<file path="src/design/ilha_pkg.sv">
// ----------------------------------------------------------------------------
// ilha_pkg - shared definitions for the implicit list heap allocator
// Heap geometry, field widths, command and status codes, sequencer states
// and the structs that pass between the sequencer, the adder and the store.
// ----------------------------------------------------------------------------
package ilha_pkg;

  // Heap geometry
  localparam int HEAP_BYTES = 4096;
  localparam int HDR_BYTES  = 8;
  localparam int SPLIT_MIN  = 16;
  localparam int GRANULES   = HEAP_BYTES / HDR_BYTES;
  localparam int GW         = $clog2(GRANULES);
  localparam int GLO        = $clog2(HDR_BYTES);
  localparam int HDR_W      = $clog2(HEAP_BYTES) + 1;

  // Transfer field widths
  localparam int CMD_W   = 1;
  localparam int REQ_W   = 13;
  localparam int POFF_W  = 12;
  localparam int GRANT_W = 12;
  localparam int STAT_W  = 1;

  // Width of positions and sums inside the sequencer
  localparam int WIDE_W = ((HDR_W > REQ_W) ? HDR_W : REQ_W) + 2;

  localparam logic [HDR_W-1:0] END_MARK = HDR_W'(1);

  localparam logic [CMD_W-1:0]  CMD_ALLOC = 1'b0;
  localparam logic [CMD_W-1:0]  CMD_FREE  = 1'b1;
  localparam logic [STAT_W-1:0] ST_OK     = 1'b0;
  localparam logic [STAT_W-1:0] ST_FAIL   = 1'b1;

  typedef enum logic [3:0] {
    S_INIT0,
    S_INIT1,
    S_IDLE,
    S_A_WALK,
    S_A_FIT,
    S_A_KEEP,
    S_A_REST,
    S_A_TAILW,
    S_A_GRANT,
    S_F_WALK,
    S_F_NEXT,
    S_F_PRED,
    S_F_MERGE,
    S_DONE
  } ilha_state_t;

  typedef struct packed {
    logic [WIDE_W-1:0] a;
    logic [WIDE_W-1:0] b;
    logic              sub;
  } alu_op_t;

  typedef struct packed {
    logic              we;
    logic [WIDE_W-1:0] waddr;
    logic [HDR_W-1:0]  wdata;
    logic [WIDE_W-1:0] raddr;
  } mem_req_t;

  // Block size held in a header word: drop the allocated bit
  function automatic logic [WIDE_W-1:0] hdr_size(input logic [HDR_W-1:0] v);
    return WIDE_W'({v[HDR_W-1:1], 1'b0});
  endfunction

endpackage

</file>
<file path="src/design/ilha_alu.sv">
// ----------------------------------------------------------------------------
// ilha_alu - shared adder
// The single add/subtract unit that the sequencer steps borrow.
// ----------------------------------------------------------------------------
module ilha_alu (
  input  ilha_pkg::alu_op_t            op,
  output logic [ilha_pkg::WIDE_W-1:0]  sum
);
  import ilha_pkg::*;

  assign sum = op.a + (op.sub ? ~op.b : op.b) + WIDE_W'(op.sub);

endmodule

</file>
<file path="config.mk">
export PLATFORM = sky130hd
export DESIGN_NAME = ilha_alu
export DESIGN_NICKNAME = d
export VERILOG_FILES = /design/src/design/ilha_pkg.sv /design/src/design/ilha_alu.sv
export SDC_FILE = /design/constraint.sdc
export NUM_CORES = 1
export LEC_CHECK = 0
export ABC_CLOCK_PERIOD_IN_PS = 3600
export BUFFER_PORTS_ARGS = -buffer_cell sky130_fd_sc_hd__buf_2
export CELL_PAD_IN_SITES_DETAIL_PLACEMENT = 1
export CELL_PAD_IN_SITES_GLOBAL_PLACEMENT = 1
export CORE_ASPECT_RATIO = 1.25
export CORE_MARGIN = 4
export CORE_UTILIZATION = 30
export DETAILED_ROUTE_END_ITERATION = 12
export PLACE_DENSITY = 0.81
export SETUP_SLACK_MARGIN = 0.3
export SYNTH_ARGS = -nofsm -noshare
export SYNTH_HDL_FRONTEND = slang
export SYNTH_SLANG_ARGS = --single-unit
</file>
<file path="constraint.sdc">
create_clock -name vclk -period 3.6
set_input_delay 0.72 -clock vclk [all_inputs]
set_output_delay 0.72 -clock vclk [all_outputs]
set_load 0.02 [all_outputs]
</file>
**After elaboration in Yosys (flattened, before gate mapping)**

Index checks and enable logic that the tools add are counted.

- Output and inout port bits: 15
- Input bits: 31
- Logic and storage cells: 4
- Bits in registers: 0

- $add $sub $neg: 2
- Muxes and demuxes: 1
- Bitwise logic cells: 1

Operators by type and width:

| kind | number |
|---|---|
| 15-bit by 1-bit adder with 15-bit output | 1 |
| 15-bit adder | 1 |
| 15-bit two-way mux | 1 |
| 15-bit NOT | 1 |

**Depth between registers and ports, before layout**

- Depth in word-level cells: 4
- Depth in mapped cells: 9
- Depth with buffers taken out: 7

**Least setup slack after synthesis**

No wires, ideal clock.

- Path type: input -> output
- Start: input op[0] in the netlist's numbering
- End: output sum[13] in the netlist's numbering
- Data required time: 2.880 ns
- Arrival: 2.949 ns
- Path slack: -0.069 ns
- Buffers on the path: 2
- Cell stages on the path: 9
- Path through: buf_6 -> clkbuf_1 -> xor2_1 -> ha_1 -> a21o_1 -> a311oi_4 -> o41ai_2 -> a21oi_2 -> xnor2_1

- Word-level cells in the longest chain between the ends: 3

Ends and longest elaborated chain:

| element | RTL line | source |
|---|---|---|
| start, declared | ilha_alu.sv:6 | `input ilha_pkg::alu_op_t op,` |
| 15-bit two-way mux | ilha_alu.sv:11 | `assign sum = op.a + (op.sub ? ~op.b : op.b) + WIDE_W'(op.sub);` |
| 15-bit adder | ilha_alu.sv:11 |  |
| 15-bit by 1-bit adder with 15-bit output * | ilha_alu.sv:11 |  |
| end, declared | ilha_alu.sv:7 | `output logic [ilha_pkg::WIDE_W-1:0] sum` |

Every way passes the cells marked *; elsewhere a longest branch is shown, timed or not.

**Final worst setup path**

- Start: input op[1] in the netlist's numbering
- End: output sum[8] in the netlist's numbering

- Word-level cells in the longest chain between the ends: 4

Ends and longest elaborated chain:

| element | RTL line |
|---|---|
| 15-bit NOT | ilha_alu.sv:11 |
| 15-bit two-way mux * | ilha_alu.sv:11 |
| 15-bit adder * | ilha_alu.sv:11 |
| 15-bit by 1-bit adder with 15-bit output * | ilha_alu.sv:11 |

Marked as above.

==> qor.yml <==
power_leakage_nw: 0.687
cp_max_fo: 2
drive_gt1_share_pct: 55.0
worst_pin_slew_ns: 0.490
cp_top_family: "compound AO/OA/AOI/OAI gates"
gr-total-overflow: 0
viasPerCell: 5.22
regArea_um2: 0
cpMaxStageDelayCell: "fa_2"
dr.pass1.iters: 4
fmax_ghz: 0.281
antennaDiodeCount: 0
tns_ns: 0
start_util_pct: 31.1
cp-startpoint: "op[1]"
fin_crit_ns: 3.55
fin_crit_sh_pct: 98.7
p_per_area_nw_per_um2: 326
synth_top_family_by_area: "compound AO/OA/AOI/OAI gates"
die_w_um: 55.2
ant_nets: 0
place_hpwl_um: 2300
rsz0062_at_grt: "true"
worst_setup_path_start_kind: "input port"
design.seq.count: 0
synth_cell_types: 29
gp_congestion: 0.718
io_buffers: 46
layout.nets: 209
cp-end-kind: "primary output"
syn_avg_cell_area_um2: 8.26
required_ns: 2.88
slew_viol_final: 0
crit_path_cell_trace: "buf_6, mux2_4, fa_2, a211o_1, buf_4, buf_6, a31o_4, a311oi_2, nor2_1, buf_4"
drc: 0
layout_common_cells: "buf_2, xor2_1, buf_4"
area_growth_pct: 64.6
final_common_cell: "buf_2"
nFillCells: 346
grtUsageTotal_pct: 15.0
vias: 1012
yosys.area_share.simple_pct: 7.65
hold_viol: 0
worst_hold_startpoint: "op[16]"
drt_iter0_drc: 13
total_power_w: 0.000448
core_um2: 2680
arrival_ns: 2.83
die-area_um2: 3700
synth_fa_ha_area_share_pct: 24.9
clkbuf_count: 0
peakVddDrop_v: 0.000149
synth_mux_area_share_pct: 1.80
die_h_um: 67.0
slowest_delay_ns: 0.35
max_cap_violations: 0
synth_compound_area_share_pct: 34.0
synth_xor_area_share_pct: 29.4
grt_max_degree: 8
status: "finished clean"
path_buf_inv: 4
ys_warn_count: 0
wire_per_inst_um: 15.5
ys_seq_area_share_pct: 0
hold_buffers: 0
antenna_found_initial: 0
criticalPathCategory: "input port to primary output"
synthesis.nets: 148
io-pin-count: 46
synth_area_um2: 835
wl_um: 3010
synth_cells: 101
grt_pass1_vias: 1032
relSlewSlack_pct: 67.0
rows: 21
setup_violations: 0
grt_pass1_wl_um: 4280
hp-class: "input port to primary output"
[final timing paths]
| kind | to | slack (ns) | cells after the start |
|---|---|---|---|
| setup / recovery | sum[8] | 0.05 | 10 |
| hold / removal | sum[0] | 1.75 | 3 |
[routing by layer]
metal	vias to the layer above	global-route usage [%]	wire length [µm]
li1	495	-	-
met3	4	1.12	159
met5	-	0	0
met1	481	17.2	1120
met2	32	29.3	1670
met4	0	1.82	60
[cell usage after synthesis (2+ instances only)]
master,n,area (µm²)
o21a_1,4,30.0
a21o_1,5,37.5
o21ai_0,5,25.0
xor2_1,19,166
o31ai_1,2,15.0
nand2_1,6,22.5
a21oi_1,11,55.1
nor2_1,6,22.5
xnor2_1,9,78.8
ha_1,15,188
[per-stage QoR]
step	setup slack (ns)	utilization (%)	area [µm²]	hold WS [ns]	std cells
5_1_grt	0.00278	51.3	1370	1.77	194
3_5_place_dp	0.0699	43.7	1170	1.75	184
3_3_place_gp	0.0770	43.7	1170	1.74	184
4_1_cts	0.0726	46.5	1250	1.75	187
6_report	0.0453	51.3	1370	1.75	194
2_1_floorplan	0.275	-	902	1.56	101
[final cells by class]
cell class	count	area [µm²]	area share [%]
multi-input cells	98	941	68.5
repair buffers	61	387	28.1
well taps	34	42.5	3.10
inverters	1	3.75	0.273
[kinds of logic (layout without fill, tap and decap cells)]
logic type	count (synthesis)	in the layout
buffers and inverters	3	62
muxes	1	1
adders and majority gates	16	16
xor gates and xnor gates	28	28
AOI/OAI and AO/OA	38	38
and+or+nand+nor	15	15
[report_power, final]
part           switching, W  internal, W
clock                     0            0
sequential                0            0
combinational      0.000247     0.000200
total              0.000247     0.000200
[timing repair]
action                                  4_1_cts  5_1_grt
resized for setup                            11       19
pin swaps                                    14       21
endpoints found under the setup margin        8        8
buffers inserted                              3        7
(Power assumes the default switching activity.)
