===== src/design/ilha_pkg.sv =====
// ----------------------------------------------------------------------------
// ilha_pkg - shared definitions for the implicit list heap allocator
// Heap geometry, field widths, command and status codes, sequencer states
// and the structs that pass between the sequencer, the adder and the store.
// ----------------------------------------------------------------------------
package ilha_pkg;

  // Heap geometry
  localparam int HEAP_BYTES = 4096;
  localparam int HDR_BYTES  = 8;
  localparam int SPLIT_MIN  = 16;
  localparam int GRANULES   = HEAP_BYTES / HDR_BYTES;
  localparam int GW         = $clog2(GRANULES);
  localparam int GLO        = $clog2(HDR_BYTES);
  localparam int HDR_W      = $clog2(HEAP_BYTES) + 1;

  // Transfer field widths
  localparam int CMD_W   = 1;
  localparam int REQ_W   = 13;
  localparam int POFF_W  = 12;
  localparam int GRANT_W = 12;
  localparam int STAT_W  = 1;

  // Width of positions and sums inside the sequencer
  localparam int WIDE_W = ((HDR_W > REQ_W) ? HDR_W : REQ_W) + 2;

  localparam logic [HDR_W-1:0] END_MARK = HDR_W'(1);

  localparam logic [CMD_W-1:0]  CMD_ALLOC = 1'b0;
  localparam logic [CMD_W-1:0]  CMD_FREE  = 1'b1;
  localparam logic [STAT_W-1:0] ST_OK     = 1'b0;
  localparam logic [STAT_W-1:0] ST_FAIL   = 1'b1;

  typedef enum logic [3:0] {
    S_INIT0,
    S_INIT1,
    S_IDLE,
    S_A_WALK,
    S_A_FIT,
    S_A_KEEP,
    S_A_REST,
    S_A_TAILW,
    S_A_GRANT,
    S_F_WALK,
    S_F_NEXT,
    S_F_PRED,
    S_F_MERGE,
    S_DONE
  } ilha_state_t;

  typedef struct packed {
    logic [WIDE_W-1:0] a;
    logic [WIDE_W-1:0] b;
    logic              sub;
  } alu_op_t;

  typedef struct packed {
    logic              we;
    logic [WIDE_W-1:0] waddr;
    logic [HDR_W-1:0]  wdata;
    logic [WIDE_W-1:0] raddr;
  } mem_req_t;

  // Block size held in a header word: drop the allocated bit
  function automatic logic [WIDE_W-1:0] hdr_size(input logic [HDR_W-1:0] v);
    return WIDE_W'({v[HDR_W-1:1], 1'b0});
  endfunction

endpackage


===== src/design/ilha_seq.sv =====
// ----------------------------------------------------------------------------
// ilha_seq - allocator sequencer
// Walks the header list one word a cycle, drives the shared adder and the
// header store, and holds the result register of the output channel.
// ----------------------------------------------------------------------------
module ilha_seq (
  input  logic                          clk,
  input  logic                          rst_n,
  input  logic                          in_valid,
  output logic                          in_ready,
  input  logic [ilha_pkg::CMD_W-1:0]    in_command,
  input  logic [ilha_pkg::REQ_W-1:0]    in_request_size,
  input  logic [ilha_pkg::POFF_W-1:0]   in_payload_offset,
  output logic                          out_valid,
  input  logic                          out_ready,
  output logic [ilha_pkg::GRANT_W-1:0]  out_granted_offset,
  output logic [ilha_pkg::STAT_W-1:0]   out_status,
  output ilha_pkg::alu_op_t             alu_op,
  input  logic [ilha_pkg::WIDE_W-1:0]   alu_sum,
  output ilha_pkg::mem_req_t            mem_req,
  input  logic [ilha_pkg::HDR_W-1:0]    rdata
);
  import ilha_pkg::*;

  ilha_state_t state_r, state_nxt;

  logic [WIDE_W-1:0]  pos_r,   pos_nxt;
  logic [WIDE_W-1:0]  h_r,     h_nxt;
  logic [WIDE_W-1:0]  req8_r,  req8_nxt;
  logic [HDR_W-1:0]   s_r,     s_nxt;
  logic [WIDE_W-1:0]  keep_r,  keep_nxt;
  logic [HDR_W-1:0]   sz_r,    sz_nxt;
  logic [WIDE_W-1:0]  prev_r,  prev_nxt;
  logic [HDR_W-1:0]   vprev_r, vprev_nxt;
  logic               first_r, first_nxt;
  logic [GRANT_W-1:0] grant_r, grant_nxt;
  logic [STAT_W-1:0]  stat_r,  stat_nxt;
  logic               ovalid_r, ovalid_nxt;
  logic [GRANT_W-1:0] ogrant_r, ogrant_nxt;
  logic [STAT_W-1:0]  ostat_r,  ostat_nxt;

  logic [WIDE_W-1:0]  size_w;
  logic [WIDE_W-1:0]  keep_w;

  assign size_w = hdr_size(rdata);
  assign keep_w = alu_sum & ~WIDE_W'(HDR_BYTES - 1);

  always_ff @(posedge clk) begin
    if (!rst_n) begin
      state_r  <= S_INIT0;
      first_r  <= 1'b1;
      ovalid_r <= 1'b0;
    end else begin
      state_r  <= state_nxt;
      first_r  <= first_nxt;
      ovalid_r <= ovalid_nxt;
    end
  end

  always_ff @(posedge clk) begin
    pos_r    <= pos_nxt;
    h_r      <= h_nxt;
    req8_r   <= req8_nxt;
    s_r      <= s_nxt;
    keep_r   <= keep_nxt;
    sz_r     <= sz_nxt;
    prev_r   <= prev_nxt;
    vprev_r  <= vprev_nxt;
    grant_r  <= grant_nxt;
    stat_r   <= stat_nxt;
    ogrant_r <= ogrant_nxt;
    ostat_r  <= ostat_nxt;
  end

  always_comb begin
    state_nxt  = state_r;
    pos_nxt    = pos_r;
    h_nxt      = h_r;
    req8_nxt   = req8_r;
    s_nxt      = s_r;
    keep_nxt   = keep_r;
    sz_nxt     = sz_r;
    prev_nxt   = prev_r;
    vprev_nxt  = vprev_r;
    first_nxt  = first_r;
    grant_nxt  = grant_r;
    stat_nxt   = stat_r;
    ovalid_nxt = ovalid_r && !out_ready;
    ogrant_nxt = ogrant_r;
    ostat_nxt  = ostat_r;
    in_ready   = 1'b0;
    alu_op     = '{a: '0, b: '0, sub: 1'b0};
    mem_req    = '{we: 1'b0, waddr: '0, wdata: '0, raddr: '0};

    unique case (state_r)
      S_INIT0: begin
        mem_req.we    = 1'b1;
        mem_req.wdata = HDR_W'(HEAP_BYTES - HDR_BYTES);
        state_nxt     = S_INIT1;
      end
      S_INIT1: begin
        mem_req.we    = 1'b1;
        mem_req.waddr = WIDE_W'(HEAP_BYTES - HDR_BYTES);
        mem_req.wdata = END_MARK;
        state_nxt     = S_IDLE;
      end
      S_IDLE: begin
        in_ready     = 1'b1;
        alu_op.a     = (in_command == CMD_ALLOC) ? WIDE_W'(in_request_size)
                                                 : WIDE_W'(in_payload_offset);
        alu_op.b     = WIDE_W'(HDR_BYTES);
        alu_op.sub   = (in_command == CMD_FREE);
        if (in_valid) begin
          pos_nxt   = '0;
          first_nxt = 1'b1;
          grant_nxt = '0;
          stat_nxt  = ST_FAIL;
          if (in_command == CMD_ALLOC) begin
            req8_nxt  = alu_sum;
            state_nxt = (in_request_size == '0) ? S_DONE : S_A_WALK;
          end else begin
            h_nxt     = alu_sum;
            state_nxt = (WIDE_W'(in_payload_offset) < WIDE_W'(HDR_BYTES)) ? S_DONE
                                                                           : S_F_WALK;
          end
        end
      end
      S_A_WALK: begin
        alu_op.a = pos_r;
        alu_op.b = size_w;
        if (!rdata[0] && (WIDE_W'(rdata) >= req8_r)) begin
          s_nxt     = rdata;
          state_nxt = S_A_FIT;
        end else if ((rdata == END_MARK) || (size_w == '0)) begin
          state_nxt = S_DONE;
        end else begin
          pos_nxt       = alu_sum;
          mem_req.raddr = alu_sum;
        end
      end
      S_A_FIT: begin
        // split when the leftover keeps room for a minimum block
        alu_op.a = req8_r;
        alu_op.b = WIDE_W'(SPLIT_MIN - 1);
        if (WIDE_W'(s_r) >= alu_sum) begin
          state_nxt = S_A_KEEP;
        end else begin
          mem_req.we    = 1'b1;
          mem_req.waddr = pos_r;
          mem_req.wdata = s_r | HDR_W'(1);
          state_nxt     = S_A_GRANT;
        end
      end
      S_A_KEEP: begin
        alu_op.a      = req8_r;
        alu_op.b      = WIDE_W'(HDR_BYTES - 1);
        mem_req.we    = 1'b1;
        mem_req.waddr = pos_r;
        mem_req.wdata = keep_w[HDR_W-1:0] | HDR_W'(1);
        keep_nxt      = keep_w;
        state_nxt     = S_A_REST;
      end
      S_A_REST: begin
        alu_op.a   = WIDE_W'(s_r);
        alu_op.b   = keep_r;
        alu_op.sub = 1'b1;
        sz_nxt     = alu_sum[HDR_W-1:0];
        state_nxt  = S_A_TAILW;
      end
      S_A_TAILW: begin
        alu_op.a      = pos_r;
        alu_op.b      = keep_r;
        mem_req.we    = 1'b1;
        mem_req.waddr = alu_sum;
        mem_req.wdata = sz_r;
        state_nxt     = S_A_GRANT;
      end
      S_A_GRANT: begin
        alu_op.a  = pos_r;
        alu_op.b  = WIDE_W'(HDR_BYTES);
        grant_nxt = alu_sum[GRANT_W-1:0];
        stat_nxt  = ST_OK;
        state_nxt = S_DONE;
      end
      S_F_WALK: begin
        alu_op.a = pos_r;
        alu_op.b = size_w;
        if (pos_r == h_r) begin
          if ((rdata == END_MARK) || !rdata[0]) begin
            state_nxt = S_DONE;
          end else begin
            sz_nxt        = size_w[HDR_W-1:0];
            mem_req.raddr = alu_sum;
            state_nxt     = S_F_NEXT;
          end
        end else if ((rdata == END_MARK) || (size_w == '0) || (pos_r > h_r)) begin
          state_nxt = S_DONE;
        end else begin
          pos_nxt       = alu_sum;
          mem_req.raddr = alu_sum;
        end
      end
      S_F_NEXT: begin
        // absorb the following block when it is free
        alu_op.a      = WIDE_W'(sz_r);
        alu_op.b      = rdata[0] ? '0 : WIDE_W'(rdata);
        mem_req.we    = 1'b1;
        mem_req.waddr = h_r;
        mem_req.wdata = alu_sum[HDR_W-1:0];
        sz_nxt        = alu_sum[HDR_W-1:0];
        if (h_r == '0) begin
          stat_nxt  = ST_OK;
          state_nxt = S_DONE;
        end else begin
          pos_nxt   = '0;
          first_nxt = 1'b1;
          state_nxt = S_F_PRED;
        end
      end
      S_F_PRED: begin
        // hunt for the block in front of the freed one
        alu_op.a = pos_r;
        alu_op.b = size_w;
        if (!first_r && (rdata == END_MARK)) begin
          state_nxt = S_F_MERGE;
        end else if ((alu_sum == h_r) || (alu_sum == pos_r)) begin
          prev_nxt  = pos_r;
          vprev_nxt = rdata;
          state_nxt = S_F_MERGE;
        end else begin
          prev_nxt      = pos_r;
          vprev_nxt     = rdata;
          pos_nxt       = alu_sum;
          mem_req.raddr = alu_sum;
          first_nxt     = 1'b0;
        end
      end
      S_F_MERGE: begin
        alu_op.a = WIDE_W'(vprev_r);
        alu_op.b = WIDE_W'(sz_r);
        stat_nxt = ST_OK;
        if (!vprev_r[0]) begin
          mem_req.we    = 1'b1;
          mem_req.waddr = prev_r;
          mem_req.wdata = alu_sum[HDR_W-1:0];
        end
        state_nxt = S_DONE;
      end
      S_DONE: begin
        if (!ovalid_r || out_ready) begin
          ovalid_nxt = 1'b1;
          ogrant_nxt = grant_r;
          ostat_nxt  = stat_r;
          state_nxt  = S_IDLE;
        end
      end
      default: begin
        state_nxt = S_IDLE;
      end
    endcase
  end

  assign out_valid          = ovalid_r;
  assign out_granted_offset = ogrant_r;
  assign out_status         = ostat_r;

endmodule


===== config.mk =====
export PLATFORM = sky130hd
export DESIGN_NAME = ilha_seq
export DESIGN_NICKNAME = d
export VERILOG_FILES = /design/src/design/ilha_pkg.sv /design/src/design/ilha_seq.sv
export SDC_FILE = /design/constraint.sdc
export NUM_CORES = 1
export LEC_CHECK = 0
export ABC_CLOCK_PERIOD_IN_PS = 4700
export BUFFER_PORTS_ARGS = -buffer_cell sky130_fd_sc_hd__buf_4
export CAP_MARGIN = 5
export CORE_UTILIZATION = 32
export DETAILED_ROUTE_END_ITERATION = 10
export PLACE_DENSITY = 0.48
export SLEW_MARGIN = 20
export SYNTH_ARGS = -nofsm -noshare
export SYNTH_HDL_FRONTEND = slang
export SYNTH_SLANG_ARGS = --single-unit

===== constraint.sdc =====
create_clock -name clk -period 4.7 [get_ports clk]
set_input_delay 0.94 -clock clk [delete_from_list [all_inputs] [get_ports clk]]
set_output_delay 0.94 -clock clk [all_outputs]
set_load 0.03 [all_outputs]

Word level (Yosys, flattened, before mapping)
Index checks and enable logic that the tools add are counted.
W data, S select, Z words.
{"block": "totals", "regBits": 143, "out_inout_bits": 90}
{"block": "classes", "muxes": 56, "n_bitwise": 2, "magnitude_cmp": 4, "n_reduce_logical": 36, "n_eq_ne": 32}
{"cell": "$pmux W30 S9", "n": 1}
{"cell": "$mux W15", "n": 15}
{"cell": "$pmux W13 S7", "n": 1}
{"cell": "$pmux W15 S6", "n": 1}
{"cell": "$pmux W15 S5", "n": 1}
{"cell": "$mux W29", "n": 2}
{"cell": "$mux W13", "n": 4}
{"cell": "$pmux W4 S12", "n": 1}
{"cell": "$eq A15 B15 Y1", "n": 3}
{"cell": "$pmux W15 S3", "n": 1}
{"cell": "$mux W4", "n": 11}
{"cell": "$ge A13 B15 Y1", "n": 2}
{"cell": "$logic_not A15 Y1", "n": 2}
{"cell": "$pmux W13 S2", "n": 1}
{"cell": "$eq A4 B4 Y1 const B", "n": 6}
{"cell": "$ne A2 B2 Y1 const B", "n": 12}
{"cell": "$pmux W12 S2", "n": 1}
{"cell": "$eq A4 B3 Y1 const B", "n": 4}
{"cell": "$gt A15 B15 Y1", "n": 1}
{"cell": "$eq A13 B1 Y1 const B", "n": 1}
{"cell": "$logic_not A13 Y1", "n": 1}
{"cell": "$lt A12 B4 Y1 const B", "n": 1}
{"cell": "$mux W12", "n": 1}
{"cell": "$reduce_and A3 Y1", "n": 4}
{"cell": "21 further kinds", "n": 52}

Longest topological paths before layout
{"block": "logic_depth", "depth_word": 6, "ltp_mapped": 10}

Worst setup path after synthesis
Ideal clock, no wire load.
{"block": "synth_timing", "kind": "input to register", "startpoint": "input rdata[0] (netlist name)", "endpoint": "register pos_r[0], enable pin", "setup_slack_ps": 808, "arrival_ps": 3483, "cell_stages": 9, "n_path_buf": 0, "setup_ps": 409, "path_cell_list": "inv_1 -> ha_1 -> nor2b_1 -> o21ai_0 -> a21oi_1 -> nor2_1 -> o21ai_0 -> a21oi_1 -> nor3b_1"}
{"block": "synth_between", "elab_chain_len": 5}
{"item": "start, declared", "line_no": "ilha_seq.sv:21", "text": "input logic [ilha_pkg::HDR_W-1:0] rdata"}
{"item": "parallel branches: the longest is 4 deep, another holds $ge A13 B15 Y1"}
{"item": "$reduce_and A9 Y1 (no source line) (*)"}
{"item": "end signal, assigned", "line_no": "ilha_seq.sv:61", "text": "pos_r <= pos_nxt;"}
{"item": "end, declared", "line_no": "ilha_seq.sv:27", "text": "logic [WIDE_W-1:0] pos_r, pos_nxt;"}
Every way passes the cells marked *.
A chain may end at the register's enable or synchronous reset.

==> reports/results.ini <==
[clock_network]
insertion_delay_ns=0.44
cts_tree=yes
ctsResizeCount=0
clkSlewWorstSetupHoldPaths_ns=0.07
clock_sinks=143
cts_max_level=4
cts_buffers=17
post_cts_buffers=0
cts_root_buf=clkbuf_16
cts_buffer_depth=2
hold_buffers=0

[yosys]
ys_ff_latch=143
postSynthCellCount=759
synthesis.area_mm2=0.00831
synth.yosys.warnings=0
syn_nets=858
ys.flop_type=edfxtp_1
syn_area_per_cell_um2=10.9
yosys.area.top_type=edfxtp_1
synth_area_leaders=edfxtp_1 (50%), ha_1 (6.2%), a222oi_1 (4.8%), nand2_1 (3.2%), inv_1 (3.1%)
synth_edf_count=137
ys_seq_area_share_pct=51.0
netlist.area_leader.share_pct=49.5
synthArstFlopShare_pct=0
ys_types=69

[timing]
worst_pin_slew_ns=1.09
hold_slack_ns=0.412
slew_headroom_pct=26.9
finalMaxSlewViolations=0
finalCriticalPeriod_ns=4.37
final-hold-violation-count=0
setup_violations=0
max_freq_mhz=229
rsz0062_at_grt=no
fin_setup_tns_ns=0
skew_ns=0.0127
period_share_pct=92.9

[drt]
firstDrtPassIters=6
routed_via_density=5.60
wl_um=31200
vias=7090
drtIter0Drc=971
drc=0
drtAntennaViolNets=0
wl_per_cell_um=24.6

[power]
power_density_mw_per_mm2=575
peakVddDrop_mv=0.294
p_leak_nw=4.21

[finish]
area_growth_pct=26.6
layout_common_cells=buf_4 (183), edfxtp_1 (137), nand2_1 (71)
design_area_mm2=0.0105
antenna_cells=0
drive_gt1_share_pct=28.0
final_common_cell=buf_4
nets=1022
layoutNonFillerInstCount=1266

[placed_design]
gp_congestion=0.911
dpl-instance-area_mm2=0.00993
port_buffers=147
hpwl_um=22800
dp_cells=1234

[min_path]
min_path_type=reg -> reg

[floorplanning]
die-width_um=163
start_util_pct=32.8
die_area_mm2=0.0266
rows=58
num_io_pins=148
fp.dieH_um=163
core_mm2=0.0253

[global_route]
grt_usage_pct=23.8
grt_antenna_before_repair=0
grt_pass1_wl_um=45200
grt_pass1_vias=6923
grt_overflow_total=0
grt_max_degree=28

[setup_path]
worstSetupEndpointType=output port
crit_path_start_kind=input port
worstPathMaxFanout=11
critPathKind=in -> out
critPathArrivalTime_ns=3.43
crit_required_ns=3.76

[status]
status=finished clean

[run]
cap_violations=0

[path summary, 6_finish.rpt]
path | end | slack, ns | depth (start not counted) | start
setup / recovery | mem_req[5] | 0.33 | 10 | rdata[8]
hold / removal | out_granted_offset[10] | 0.41 | 0 | grant_r[10]
setup reg to reg | h_r[13] | 1.41 | 5 | state_r[1]
hold reg to reg | out_granted_offset[10] | 0.41 | 0 | grant_r[10]
[synth_stat cells, types with 15 or more instances]
master	count
inv_1	69
nor4_1	22
xnor2_1	27
ha_1	41
nor3_1	15
clkbuf_1	21
and2_1	18
a21oi_1	33
o21ai_0	35
nand4_1	15
nor2_1	32
edfxtp_1	137
a222oi_1	40
nand2_1	71
[area by class of cell]
cell class / instances / area [um2]
clock buffers: 17 / 425
clock inverters: 15 / 154
fillers: 2477 / 14800
inverters: 69 / 259
multi-input cells: 509 / 3660
flip-flops and latches: 143 / 4230
well taps: 330 / 413
repair buffers: 183 / 1370
[where the power goes]
part,switching (mW),internal [mW],total [mW]
logic,1.97,1.02,2.99
registers,0.134,1.58,1.71
clock network,0.604,0.745,1.35
[metal layers]
| metal | share of wire, % | track usage (%) | vias up | wire (um) |
|---|---|---|---|---|
| li1 | - | - | 3235 | - |
| met1 | 43 | 32.4 | 3480 | 13500 |
| met2 | 46 | 37.3 | 333 | 14400 |
| met3 | 7.6 | 4.32 | 42 | 2370 |
| met4 | 2.7 | 9.13 | 0 | 853 |
| met5 | 0 | 0 | - | 0 |
[cells by family after synthesis]
| group | after synthesis | synth area share [%] |
|---|---|---|
| xor+xnor | 30 | 3.16 |
| buf+inv | 107 | 5.42 |
| fa+ha+maj | 42 | 6.30 |
| flops | 143 | 51.0 |
| simple gates | 234 | 15.5 |
| mux | 14 | 1.88 |
| compound gates | 189 | 16.8 |
[through the flow]
stage / utilization (%) / setup WS (ns) / total power, mW
after floorplan: - / 0.808 / 3.52
after global placement: 39.2 / 0.360 / 4.71
after detailed placement: 39.2 / 0.324 / 4.72
after CTS: 41.5 / 0.321 / 6.07
after global routing: 41.5 / 0.154 / 6.31
final: 41.5 / 0.333 / 6.05
[registers in the layout, indices dropped and copies added (netlist names), 13 cells and up]
name     cells
req8_r      15
pos_r       15
prev_r      15
s_r         13
h_r         15
vprev_r     13
sz_r        13
[critical path, cell delays in order]
cell,delay [ns]
buf_4,0.14
nor4_1,0.45
nand3_1,0.37
nor3_2,0.26
a2111o_1,0.20
o21ai_4,0.10
nor2_4,0.49
buf_4,0.27
nor2_4,0.03
buf_4,0.17
(Power assumes the default switching activity.)
